**src/lru_kvc_pkg.sv**
```systemverilog
// Shared types and constants for the LRU key-value cache.
// No dependencies; imported by every module of the block.
`timescale 1ns / 1ps
`default_nettype none

package lru_kvc_pkg;

    // Request operation codes
    typedef enum logic
    {
        OP_GET = 1'b0,
        OP_PUT = 1'b1
    } op_t;

    // Value returned by a get that misses
    localparam logic [31:0] MISS_VALUE = 32'hFFFF_FFFF;

    // Capacity register
    localparam int          CAP_W     = 5;
    localparam logic [4:0]  CAP_RESET = 5'd16;

    // Update command from the request stage to the entry store
    typedef struct packed
    {
        logic en;           // rank update on the selected slot
        logic write_key;    // load the key into the selected slot
        logic write_value;  // load the value into the selected slot
        logic grow;         // slot becomes valid, entry count goes up
    } upd_t;

endpackage

`default_nettype wire

```
**src/lru_kvc_top.sv**
```systemverilog
// LRU key-value cache, top level.
// Request channel (req_valid / req_stall, fields op, key, value) carries get
// and put beats; response channel (rsp_valid / rsp_stall, fields hit,
// read_value) returns one beat per get, none per put.
// Throughput: one request beat per cycle while req_stall is low. A request
// is registered at acceptance in the request register and handled from there;
// a get's response beat is then registered in the response register, which
// drives rsp_valid. Handling is a combinational pass of the parallel key
// compare and rank update over the entry registers.
// A later request always sees the store as left by the earlier one.
// Stall: while the response register holds an untaken beat and rsp_stall is
// high, a pending get waits in the request register and req_stall rises;
// puts keep flowing since they produce no beat.
// Reset: all entries invalid, entry count zero, capacity 16; no clearing
// pass, the block takes requests right after reset.
// The user writes capacity (cfg_wr_en / cfg_wr_data) only while the block is
// idle; not enforced by the block. Zero acts as one, above ENTRIES as ENTRIES.
// Depends on lru_kvc_pkg, lru_kvc_lookup and lru_kvc_store.
`timescale 1ns / 1ps
`default_nettype none

module lru_key_value_cache_top
    import lru_kvc_pkg::*;
#(
    parameter int ENTRIES = 16
)
(
    input  wire logic               clk,
    input  wire logic               rst_n,
    // configuration
    input  wire logic               cfg_wr_en,
    input  wire logic [CAP_W-1:0]   cfg_wr_data,
    // request channel
    input  wire logic               req_valid,
    output logic                    req_stall,
    input  wire logic               op,
    input  wire logic signed [31:0] key,
    input  wire logic signed [31:0] value,
    // response channel
    output logic                    rsp_valid,
    input  wire logic               rsp_stall,
    output logic                    hit,
    output logic signed [31:0]      read_value
);

    localparam int RANK_W = (ENTRIES > 1) ? $clog2(ENTRIES) : 1;
    localparam int CNT_W  = $clog2(ENTRIES + 1);
    localparam int CMP_W  = (CNT_W > CAP_W) ? CNT_W : CAP_W;
    localparam logic [CMP_W-1:0] MAX_CAP = CMP_W'(ENTRIES);

    // Capacity register
    logic [CAP_W-1:0]  cap_reg;
    logic [CMP_W-1:0]  cap_ext;
    logic [CMP_W-1:0]  eff_cap;

    // Request register
    logic              s1_valid_reg;
    op_t               s1_op_reg;
    logic [31:0]       s1_key_reg;
    logic [31:0]       s1_value_reg;

    // Response register
    logic              rsp_valid_reg;
    logic              rsp_hit_reg;
    logic [31:0]       rsp_value_reg;
    logic              rsp_load;
    logic              rsp_hit_next;
    logic [31:0]       rsp_value_next;

    // Store and lookup
    logic [31:0]        entry_key   [ENTRIES];
    logic [31:0]        entry_value [ENTRIES];
    logic [ENTRIES-1:0] entry_valid;
    logic [RANK_W-1:0]  entry_rank  [ENTRIES];
    logic [CNT_W-1:0]   count;
    logic [ENTRIES-1:0] match_oh;
    logic [ENTRIES-1:0] oldest_oh;
    logic [ENTRIES-1:0] free_oh;
    logic [31:0]        hit_value;
    logic [RANK_W-1:0]  hit_rank;
    logic               key_hit;
    logic               has_room;

    // Update command
    upd_t               upd;
    logic [ENTRIES-1:0] slot_oh;
    logic [CNT_W-1:0]   thresh;

    // Handshake
    logic               out_free;
    logic               s1_go;
    logic               req_take;

    // Capacity clamp
    always_ff @(posedge clk or negedge rst_n)
    begin
        if (!rst_n)
        begin
            cap_reg <= CAP_RESET;
        end
        else if (cfg_wr_en)
        begin
            cap_reg <= cfg_wr_data;
        end
    end

    assign cap_ext = CMP_W'(cap_reg);

    always_comb
    begin
        eff_cap = cap_ext;
        if (cap_ext == '0)
        begin
            eff_cap = CMP_W'(1);
        end
        else if (cap_ext > MAX_CAP)
        begin
            eff_cap = MAX_CAP;
        end
    end

    // Flow control
    assign out_free  = !rsp_valid_reg || !rsp_stall;
    assign s1_go     = s1_valid_reg && ((s1_op_reg == OP_PUT) || out_free);
    assign req_stall = s1_valid_reg && !s1_go;
    assign req_take  = req_valid && !req_stall;

    // Request register
    always_ff @(posedge clk or negedge rst_n)
    begin
        if (!rst_n)
        begin
            s1_valid_reg <= 1'b0;
        end
        else if (req_take)
        begin
            s1_valid_reg <= 1'b1;
        end
        else if (s1_go)
        begin
            s1_valid_reg <= 1'b0;
        end
    end

    always_ff @(posedge clk)
    begin
        if (req_take)
        begin
            s1_op_reg    <= op_t'(op);
            s1_key_reg   <= key;
            s1_value_reg <= value;
        end
    end

    // Entry store
    lru_kvc_store #(
        .ENTRIES (ENTRIES)
    ) u_store (
        .clk         (clk),
        .rst_n       (rst_n),
        .upd         (upd),
        .slot_oh     (slot_oh),
        .thresh      (thresh),
        .new_key     (s1_key_reg),
        .new_value   (s1_value_reg),
        .entry_key   (entry_key),
        .entry_value (entry_value),
        .entry_valid (entry_valid),
        .entry_rank  (entry_rank),
        .count       (count)
    );

    // Key compare
    lru_kvc_lookup #(
        .ENTRIES (ENTRIES)
    ) u_lookup (
        .key         (s1_key_reg),
        .entry_key   (entry_key),
        .entry_value (entry_value),
        .entry_valid (entry_valid),
        .entry_rank  (entry_rank),
        .count       (count),
        .match_oh    (match_oh),
        .oldest_oh   (oldest_oh),
        .hit_value   (hit_value),
        .hit_rank    (hit_rank)
    );

    // Slots fill in order and never empty, so the first free slot is at count
    always_comb
    begin
        for (int i = 0; i < ENTRIES; i++)
        begin
            free_oh[i] = (count == CNT_W'(i));
        end
    end

    assign key_hit  = |match_oh;
    assign has_room = CMP_W'(count) < eff_cap;

    // Request decode
    always_comb
    begin
        upd            = '0;
        slot_oh        = '0;
        thresh         = '0;
        rsp_load       = 1'b0;
        rsp_hit_next   = 1'b0;
        rsp_value_next = MISS_VALUE;
        if (s1_go)
        begin
            case (s1_op_reg)
                OP_GET:
                begin
                    rsp_load = 1'b1;
                    if (key_hit)
                    begin
                        upd.en         = 1'b1;
                        slot_oh        = match_oh;
                        thresh         = CNT_W'(hit_rank);
                        rsp_hit_next   = 1'b1;
                        rsp_value_next = hit_value;
                    end
                end
                OP_PUT:
                begin
                    upd.en          = 1'b1;
                    upd.write_value = 1'b1;
                    if (key_hit)
                    begin
                        // update in place
                        slot_oh = match_oh;
                        thresh  = CNT_W'(hit_rank);
                    end
                    else if (has_room)
                    begin
                        // insert into a free slot, every valid entry ages
                        upd.write_key = 1'b1;
                        upd.grow      = 1'b1;
                        slot_oh       = free_oh;
                        thresh        = count;
                    end
                    else
                    begin
                        // replace the least recent entry
                        upd.write_key = 1'b1;
                        slot_oh       = oldest_oh;
                        thresh        = count - CNT_W'(1);
                    end
                end
                default:
                begin
                    upd = '0;
                end
            endcase
        end
    end

    // Response register
    always_ff @(posedge clk or negedge rst_n)
    begin
        if (!rst_n)
        begin
            rsp_valid_reg <= 1'b0;
        end
        else if (rsp_load)
        begin
            rsp_valid_reg <= 1'b1;
        end
        else if (!rsp_stall)
        begin
            rsp_valid_reg <= 1'b0;
        end
    end

    always_ff @(posedge clk)
    begin
        if (rsp_load)
        begin
            rsp_hit_reg   <= rsp_hit_next;
            rsp_value_reg <= rsp_value_next;
        end
    end

    assign rsp_valid  = rsp_valid_reg;
    assign hit        = rsp_hit_reg;
    assign read_value = rsp_value_reg;

endmodule

`default_nettype wire

```
**src/lru_kvc_lookup.sv**
```systemverilog
// Parallel key compare and one-hot readout over all entries.
// Depends on lru_kvc_pkg; feeds the request stage in the top level.
`timescale 1ns / 1ps
`default_nettype none

module lru_kvc_lookup
    import lru_kvc_pkg::*;
#(
    parameter int ENTRIES = 16
)
(
    input  wire logic [31:0]                                key,
    input  wire logic [31:0]                                entry_key [ENTRIES],
    input  wire logic [31:0]                                entry_value [ENTRIES],
    input  wire logic [ENTRIES-1:0]                         entry_valid,
    input  wire logic [((ENTRIES > 1) ? $clog2(ENTRIES) : 1)-1:0] entry_rank [ENTRIES],
    input  wire logic [$clog2(ENTRIES+1)-1:0]               count,
    output logic      [ENTRIES-1:0]                         match_oh,
    output logic      [ENTRIES-1:0]                         oldest_oh,
    output logic      [31:0]                                hit_value,
    output logic      [((ENTRIES > 1) ? $clog2(ENTRIES) : 1)-1:0] hit_rank
);

    localparam int RANK_W = (ENTRIES > 1) ? $clog2(ENTRIES) : 1;
    localparam int CNT_W  = $clog2(ENTRIES + 1);

    logic [CNT_W-1:0] last_rank;

    // Least recent entry holds rank count-1 (ranks are distinct)
    assign last_rank = count - CNT_W'(1);

    // Per-entry compare
    always_comb
    begin
        for (int i = 0; i < ENTRIES; i++)
        begin
            match_oh[i]  = entry_valid[i] && (entry_key[i] == key);
            oldest_oh[i] = entry_valid[i] && (CNT_W'(entry_rank[i]) == last_rank);
        end
    end

    // AND-OR readout of the matching entry
    always_comb
    begin
        hit_value = '0;
        hit_rank  = '0;
        for (int i = 0; i < ENTRIES; i++)
        begin
            hit_value = hit_value | ({32{match_oh[i]}} & entry_value[i]);
            hit_rank  = hit_rank  | ({RANK_W{match_oh[i]}} & entry_rank[i]);
        end
    end

endmodule

`default_nettype wire

```
**src/lru_kvc_store.sv**
```systemverilog
// Entry registers: keys, values, valid marks, recency ranks, entry count.
// Depends on lru_kvc_pkg; driven by the request stage in the top level.
`timescale 1ns / 1ps
`default_nettype none

module lru_kvc_store
    import lru_kvc_pkg::*;
#(
    parameter int ENTRIES = 16
)
(
    input  wire logic                                       clk,
    input  wire logic                                       rst_n,
    input  wire upd_t                                       upd,
    input  wire logic [ENTRIES-1:0]                         slot_oh,
    input  wire logic [$clog2(ENTRIES+1)-1:0]               thresh,
    input  wire logic [31:0]                                new_key,
    input  wire logic [31:0]                                new_value,
    output logic      [31:0]                                entry_key [ENTRIES],
    output logic      [31:0]                                entry_value [ENTRIES],
    output logic      [ENTRIES-1:0]                         entry_valid,
    output logic      [((ENTRIES > 1) ? $clog2(ENTRIES) : 1)-1:0] entry_rank [ENTRIES],
    output logic      [$clog2(ENTRIES+1)-1:0]               count
);

    localparam int RANK_W = (ENTRIES > 1) ? $clog2(ENTRIES) : 1;
    localparam int CNT_W  = $clog2(ENTRIES + 1);

    logic [31:0]        key_reg   [ENTRIES];
    logic [31:0]        value_reg [ENTRIES];
    logic [ENTRIES-1:0] valid_reg;
    logic [ENTRIES-1:0] valid_next;
    logic [RANK_W-1:0]  rank_reg  [ENTRIES];
    logic [RANK_W-1:0]  rank_next [ENTRIES];
    logic [CNT_W-1:0]   count_reg;
    logic [CNT_W-1:0]   count_next;

    // Rank update: selected slot goes to zero, younger valid entries age by one
    always_comb
    begin
        for (int i = 0; i < ENTRIES; i++)
        begin
            rank_next[i] = rank_reg[i];
            if (upd.en)
            begin
                if (slot_oh[i])
                begin
                    rank_next[i] = '0;
                end
                else if (valid_reg[i] && (CNT_W'(rank_reg[i]) < thresh))
                begin
                    rank_next[i] = rank_reg[i] + RANK_W'(1);
                end
            end
        end
    end

    // Fill: new slot becomes valid
    always_comb
    begin
        valid_next = valid_reg;
        count_next = count_reg;
        if (upd.grow)
        begin
            valid_next = valid_reg | slot_oh;
            count_next = count_reg + CNT_W'(1);
        end
    end

    // Control state
    always_ff @(posedge clk or negedge rst_n)
    begin
        if (!rst_n)
        begin
            valid_reg <= '0;
            count_reg <= '0;
            for (int i = 0; i < ENTRIES; i++)
            begin
                rank_reg[i] <= '0;
            end
        end
        else
        begin
            valid_reg <= valid_next;
            count_reg <= count_next;
            for (int i = 0; i < ENTRIES; i++)
            begin
                rank_reg[i] <= rank_next[i];
            end
        end
    end

    // Payload, no reset
    always_ff @(posedge clk)
    begin
        for (int i = 0; i < ENTRIES; i++)
        begin
            if (slot_oh[i] && upd.write_key)
            begin
                key_reg[i] <= new_key;
            end
            if (slot_oh[i] && upd.write_value)
            begin
                value_reg[i] <= new_value;
            end
        end
    end

    assign entry_key   = key_reg;
    assign entry_value = value_reg;
    assign entry_valid = valid_reg;
    assign entry_rank  = rank_reg;
    assign count       = count_reg;

endmodule

`default_nettype wire
```
**config.mk**
```make
export PLATFORM = sky130hd
export DESIGN_NAME = lru_key_value_cache_top
export DESIGN_NICKNAME = d
export VERILOG_FILES = /design/src/lru_kvc_pkg.sv /design/src/lru_kvc_top.sv /design/src/lru_kvc_lookup.sv /design/src/lru_kvc_store.sv
export SDC_FILE = /design/constraint.sdc
export NUM_CORES = 2
export LEC_CHECK = 0
export ABC_AREA = 1
export BUFFER_PORTS_ARGS = -buffer_cell sky130_fd_sc_hd__buf_2
export CAP_MARGIN = 30
export CORE_ASPECT_RATIO = 1.2
export CORE_MARGIN = 2
export CORE_UTILIZATION = 55
export CTS_CLUSTER_SIZE = 40
export DETAILED_ROUTE_END_ITERATION = 8
export PLACE_DENSITY = 0.74
export SYNTH_ARGS = -nofsm -noshare
export SYNTH_HDL_FRONTEND = slang
export SYNTH_HIERARCHICAL = 1
export SYNTH_SLANG_ARGS = --single-unit
```
**constraint.sdc**
```tcl
create_clock -name clk -period 12.1 [get_ports clk]
set_input_delay 2.42 -clock clk [delete_from_list [all_inputs] [get_ports clk]]
set_output_delay 2.42 -clock clk [all_outputs]
set_load 0.05 [all_outputs]
```
# Word level (Yosys, flattened, before mapping)
# Index checks and enable logic that the tools add are counted.
[op_classes]
addsub = 18
n_mul = 0
n_div = 0
magnitude_cmp = 18
n_eq_ne = 48
shift = 0
mux = 57
n_bitwise = 66
n_reduce_logical = 127
[op_table]
columns = ["op", "n"]
rows = [
  ["32-bit bitwise AND", 16],
  ["32-bit == test", 16],
  ["32-bit bitwise OR", 15],
  ["4-bit two-way mux", 34],
  ["1-bit logical AND", 83],
  ["4-bit by 5-bit == test with 1-bit output", 16],
  ["4-bit by 5-bit less-than comparator with 1-bit output", 16],
  ["4-bit by 1-bit adder with 4-bit output, second input constant", 16],
  ["4-bit bitwise AND", 16],
  ["16-bit two-way mux", 4],
  ["4-bit bitwise OR", 15],
  ["5-bit by 4-bit == test with 1-bit output, second input constant", 8],
  ["2-bit nonzero test", 17],
  ["16-bit one-hot mux with 2 select lines", 1],
  ["2-bit AND reduction", 16],
  ["5-bit two-way mux", 5],
  ["5-bit by 3-bit == test with 1-bit output, second input constant", 4],
  ["16-bit bitwise OR", 1],
  ["16-bit OR reduction", 1],
  ["5-bit by 2-bit == test with 1-bit output, second input constant", 2],
  ["5-bit zero test", 2],
  ["1-bit two-way mux", 10],
  ["5-bit one-hot mux with 2 select lines", 1],
  ["5-bit by 1-bit adder with 5-bit output, second input constant", 1],
  ["12 further kinds", 18],
]
[totals]
register_bits = 1214
latch_bits = 0
ramBits = 0
romBits = 0
input_bits = 75
n_memories = 0

# Depth between registers and ports, before layout
[depth]
ltp_word = 25
mapped_depth = 31
ltp_nobuf = 29

# Cells and area by module
# Netlist, hierarchy kept.
[modules_own_cells]
columns = ["module", "n_inst", "cells_each", "area_per_inst_um2", "seq_area_each_um2"]
rows = [
  ["lru_kvc_store", 1, 1947, 37214.4, 32876.5],
  ["lru_kvc_lookup", 1, 3306, 15584.9, 0.0],
  ["lru_key_value_cache_top", 1, 408, 4503.1, 3119.2],
]

# Worst setup path after synthesis
# No wires, ideal clock.
[synth_path]
kind = "input port to output port"
startpoint = "input rsp_stall"
endpoint = "output req_stall"
arrival_ns = 2.975
path_slack_ns = 6.705
stages = 4
n_path_buf = 0
cell_sequence = "nand2_1 -> inv_1 -> nand3_1 -> inv_1"
[synth_between]
elab_chain_len = 6
[synth_rtl]
columns = ["element", "line_no", "text"]
rows = [
  ["from (decl)", "lru_kvc_top.sv:41", "input wire logic rsp_stall,"],
  ["1-bit zero test", "--", ""],
  ["1-bit logical OR", "lru_kvc_top.sv:123", "assign out_free = !rsp_valid_reg || !rsp_stall;"],
  ["1-bit logical OR", "lru_kvc_top.sv:124", "assign s1_go = s1_valid_reg && ((s1_op_reg == OP_PUT) || out_free);"],
  ["1-bit logical AND", "lru_kvc_top.sv:124", ""],
  ["1-bit zero test", "lru_kvc_top.sv:125", "assign req_stall = s1_valid_reg && !s1_go;"],
  ["1-bit logical AND", "lru_kvc_top.sv:125", ""],
  ["to (decl)", "lru_kvc_top.sv:35", "output logic req_stall,"],
]
# Every way passes these cells.

# Worst setup path after layout
[layout_path]
startpoint = "register s1_key_reg[19]"
endpoint = "register u_store.rank_reg (netlist bit u_store/entry_rank[5])"
[layout_lines]
columns = ["element", "line_no", "text"]
rows = [
  ["from (decl)", "lru_kvc_top.sv:59", "logic [31:0] s1_key_reg;"],
  ["from (signal assigned)", "lru_kvc_top.sv:150", "s1_key_reg <= key;"],
  ["32-bit == test *", "lru_kvc_lookup.sv:37", "match_oh[i] = entry_valid[i] && (entry_key[i] == key);"],
  ["1-bit logical AND *", "lru_kvc_lookup.sv:37", ""],
  ["net match_oh[7]", "lru_kvc_top.sv:76", "logic [ENTRIES-1:0] match_oh;"],
  ["4-bit bitwise AND", "lru_kvc_lookup.sv:50", "hit_rank = hit_rank | ({RANK_W{match_oh[i]}} & entry_rank[i]);"],
  ["4-bit bitwise OR (9 in series)", "lru_kvc_lookup.sv:50", ""],
  ["5-bit two-way mux / 4-bit two-way mux (equally long branches)", "lru_kvc_top.sv:229, lru_kvc_top.sv:216", ""],
  ["5-bit one-hot mux with 2 select lines *", "lru_kvc_top.sv:212", "case (s1_op_reg)"],
  ["5-bit two-way mux *", "lru_kvc_top.sv:210", "if (s1_go)"],
  ["net thresh[1]", "lru_kvc_top.sv:87", "logic [CNT_W-1:0] thresh;"],
  ["4-bit by 5-bit less-than comparator with 1-bit output *", "lru_kvc_store.sv:50", "else if (valid_reg[i] && (CNT_W'(rank_reg[i]) < thresh))"],
  ["1-bit logical AND *", "lru_kvc_store.sv:50", ""],
  ["2-bit nonzero test (no line) *", "--", ""],
  ["2-bit AND reduction (no line) *", "--", ""],
  ["to (signal, indexed assignment)", "lru_kvc_store.sv:88", "rank_reg[i] <= rank_next[i];"],
  ["to (decl)", "lru_kvc_store.sv:33", "logic [RANK_W-1:0] rank_reg [ENTRIES];"],
]
# Mark *: on every way through the listed nets, which the timed path passes. The rest lies on a longest branch.
# A chain may end at the register's enable or synchronous reset.

==> impl_metrics.toml <==
[sta]
drv_slew = 0
slew_headroom_pct = 27.05
fin_setup_tns_ns = 0
hold_violations = 0
finalClockSkew_ns = 0.05707
max_freq_ghz = 0.1698
period_share_pct = 48.69
period_minus_slack_ns = 5.891
holdWs_ns = 0.5050
setup_violations = 0
rsz0062_at_grt = "no"
worst_slew_pin_slew_ns = 1.093

[layout]
layout_commonest_cell = "nand2_1"
fin_area_sq_mm = 0.06288
drive_gt1_share_pct = 9.525
nets = 5946
area_growth_pct = 9.730
layout_common_cells = "nand2_1, edfxtp_1, nand3_1"

[flow_run]
cap_violations = 0

[detailed_routing]
drt_iter0_markers = 5975
vias = 42267
via_per_inst = 5.809
drc = 0
wire_per_inst_um = 23.20
drt-total-wl_um = 168800
drt-pass1-iter-count = 6
final_antenna_net_count = 0

[power_and_ir_drop]
switching_power_uw = 3488
pwr-share-comb_pct = 20.7
sequentialPowerShare_pct = 46.5
p_clk_share_pct = 32.8
p_int_uw = 7719
netSwitchingFraction_pct = 31.13
power.leakage_uw = 0.02559
power.density_mw_per_mm2 = 178.2
ir_worst_vdd_mv = 0.1557

[clock_network]
cts-resized-gates = 0
cts.sink_count = 1214
htree_levels = 3
cts_made_buffers = 118
clockBufferDepth = 3
holdBufCountCts = 0
clk_pin_slew_worst_paths_ns = 0.06
cts_tree = "built"
clkLatencyLatePin_ns = 0.75
clock-root-buffer = "clkbuf_16"
cts_setup_buffers = 0

[global_route]
gr-usage-all-layers_pct = 31.39
overflow = 0
grt_pass1_wl_um = 248000
first_global_vias = 40491
antenna_found_initial = 0
grt_max_degree = 81

[die]
core_area_sq_mm = 0.1031
row_count = 129
start_util_pct = 55.56
die_w_um = 298.7
ios = 110
die_area_sq_mm = 0.1068
die_height_um = 357.6

[run_status]
status = "completed"

[placed_design]
placed_area_sq_mm = 0.05904
gp_congestion = 0.9589
dp_hpwl_um = 98320
port_buffers = 109

[yosys]
syn-cell-area_sq_mm = 0.05730
synth_top_area_share_pct = 58.80
synth.distinct_cells = 40
yosysSeqAreaShare_pct = 62.82
synth_fp_nets = 5811
synth_top_cells_by_area = "edfxtp_1, nand2_1, nand3_1, inv_1, dfrtp_1"
ys_warn_count = 6
synthCells = 5661
synth.avg_cell_area_sq_um = 10.12
synth_top_cell_by_area = "edfxtp_1"
ys_ff_latch = 1214

[setup_path]
crit_top_cell = "nand2_1"
required_ns = 12.69
cp-start-kind = "flip-flop"
cp-end-kind = "flip-flop"
worstPathMaxFanout = 37
crit_arrival_ns = 6.48
crit_type = "flip-flop to flip-flop"
critical_path.max_stage_delay_ns = 0.68
cpMaxStageDelayCell = "nor2_4"

[min_path]
hp-class = "flip-flop to flip-flop"
[worst paths after layout]
path                                start                    end  slack (ns)  cells past startpoint
max reg2reg                s1_key_reg[19]  u_store/entry_rank[5]        6.21                     29
min                             rsp_valid              rsp_valid        0.51                      2
min reg2reg                     rsp_valid              rsp_valid        0.51                      2
min in group asynchronous           rst_n  u_store/entry_rank[3]        1.65                      1
max                        s1_key_reg[19]  u_store/entry_rank[5]        6.21                     29
max in group asynchronous           rst_n  u_store/entry_rank[8]        9.22                      2
[cells in the mapped netlist (all sizes together)]
library cell / count
inv: 695
dfstp: 1
nand4: 52
ha: 75
buf: 189
nor4: 22
clkinv: 2
o21ai: 253
edfxtp: 1122
nor2: 425
o211ai: 4
dfrtp: 91
and2: 1
o221ai: 3
o22ai: 37
nand2: 1674
a211oi: 6
xor2: 89
clkbuf: 16
or2: 1
mux2: 3
nor3b: 1
xnor2: 124
a21o: 1
nand3: 701
a21oi: 50
a221oi: 10
nor3: 13
[power groups by stage]
stage          sequential [uW]  combinational, uW  clock [uW]
2_1_floorplan             5210               1680           0
3_3_place_gp              5280               2210           0
6_report                  5210               2320        3680
3_5_place_dp              5290               2260           0
4_1_cts                   5200               2270        3700
5_1_grt                   5240               2580        3860
[cells by family (layout without fill, tap and decap cells)]
kind of cell	Yosys count	count (layout)	share of synthesized area [%]
flops	1214	1214	62.82
fa+ha+maj	75	75	1.638
xor+xnor	213	213	3.269
buf+inv	902	1141	7.029
other cells	0	1	0
mux	3	3	0.05895
simple gates	2890	2890	21.80
compound gates	364	364	3.393
[final cells by class]
class | instances | area (sq um)
inverters | 697 | 2619
diodes | 1 | 2.502
clock inverters | 70 | 690.7
flip-flops and latches | 1214 | 36000
repair buffers | 220 | 1384
fillers | 8170 | 40260
clock buffers | 154 | 3149
multi-input cells | 3545 | 17320
well taps | 1375 | 1720
[through the flow]
stage	std cells	total power (uW)	setup WS [ns]	utilization (%)
after floorplan	5661	6887	6.705	-
after global placement	7048	7494	6.451	57.22
after detailed placement	7051	7545	6.513	57.24
after CTS	7275	11170	6.446	60.96
after global routing	7275	11680	6.001	60.96
final	7276	11210	6.209	60.96
[routing by layer]
layer | wire length, um | global-route usage, %
met5 | 0 | 0
met4 | 9502 | 17.14
met3 | 18870 | 5.955
met2 | 79770 | 51.92
met1 | 60680 | 39.26
[critical path: cells and delay by family, from the launching register on]
kind                       cells  cell delay [ns]
buffers and inverters          6             1.86
DFF                            1             0.33
adders and majority gates      1             0.47
and+or+nand+nor               20             2.36
AOI/OAI and AO/OA              2             0.66
No activity file was read; power rests on OpenSTA's default activity.
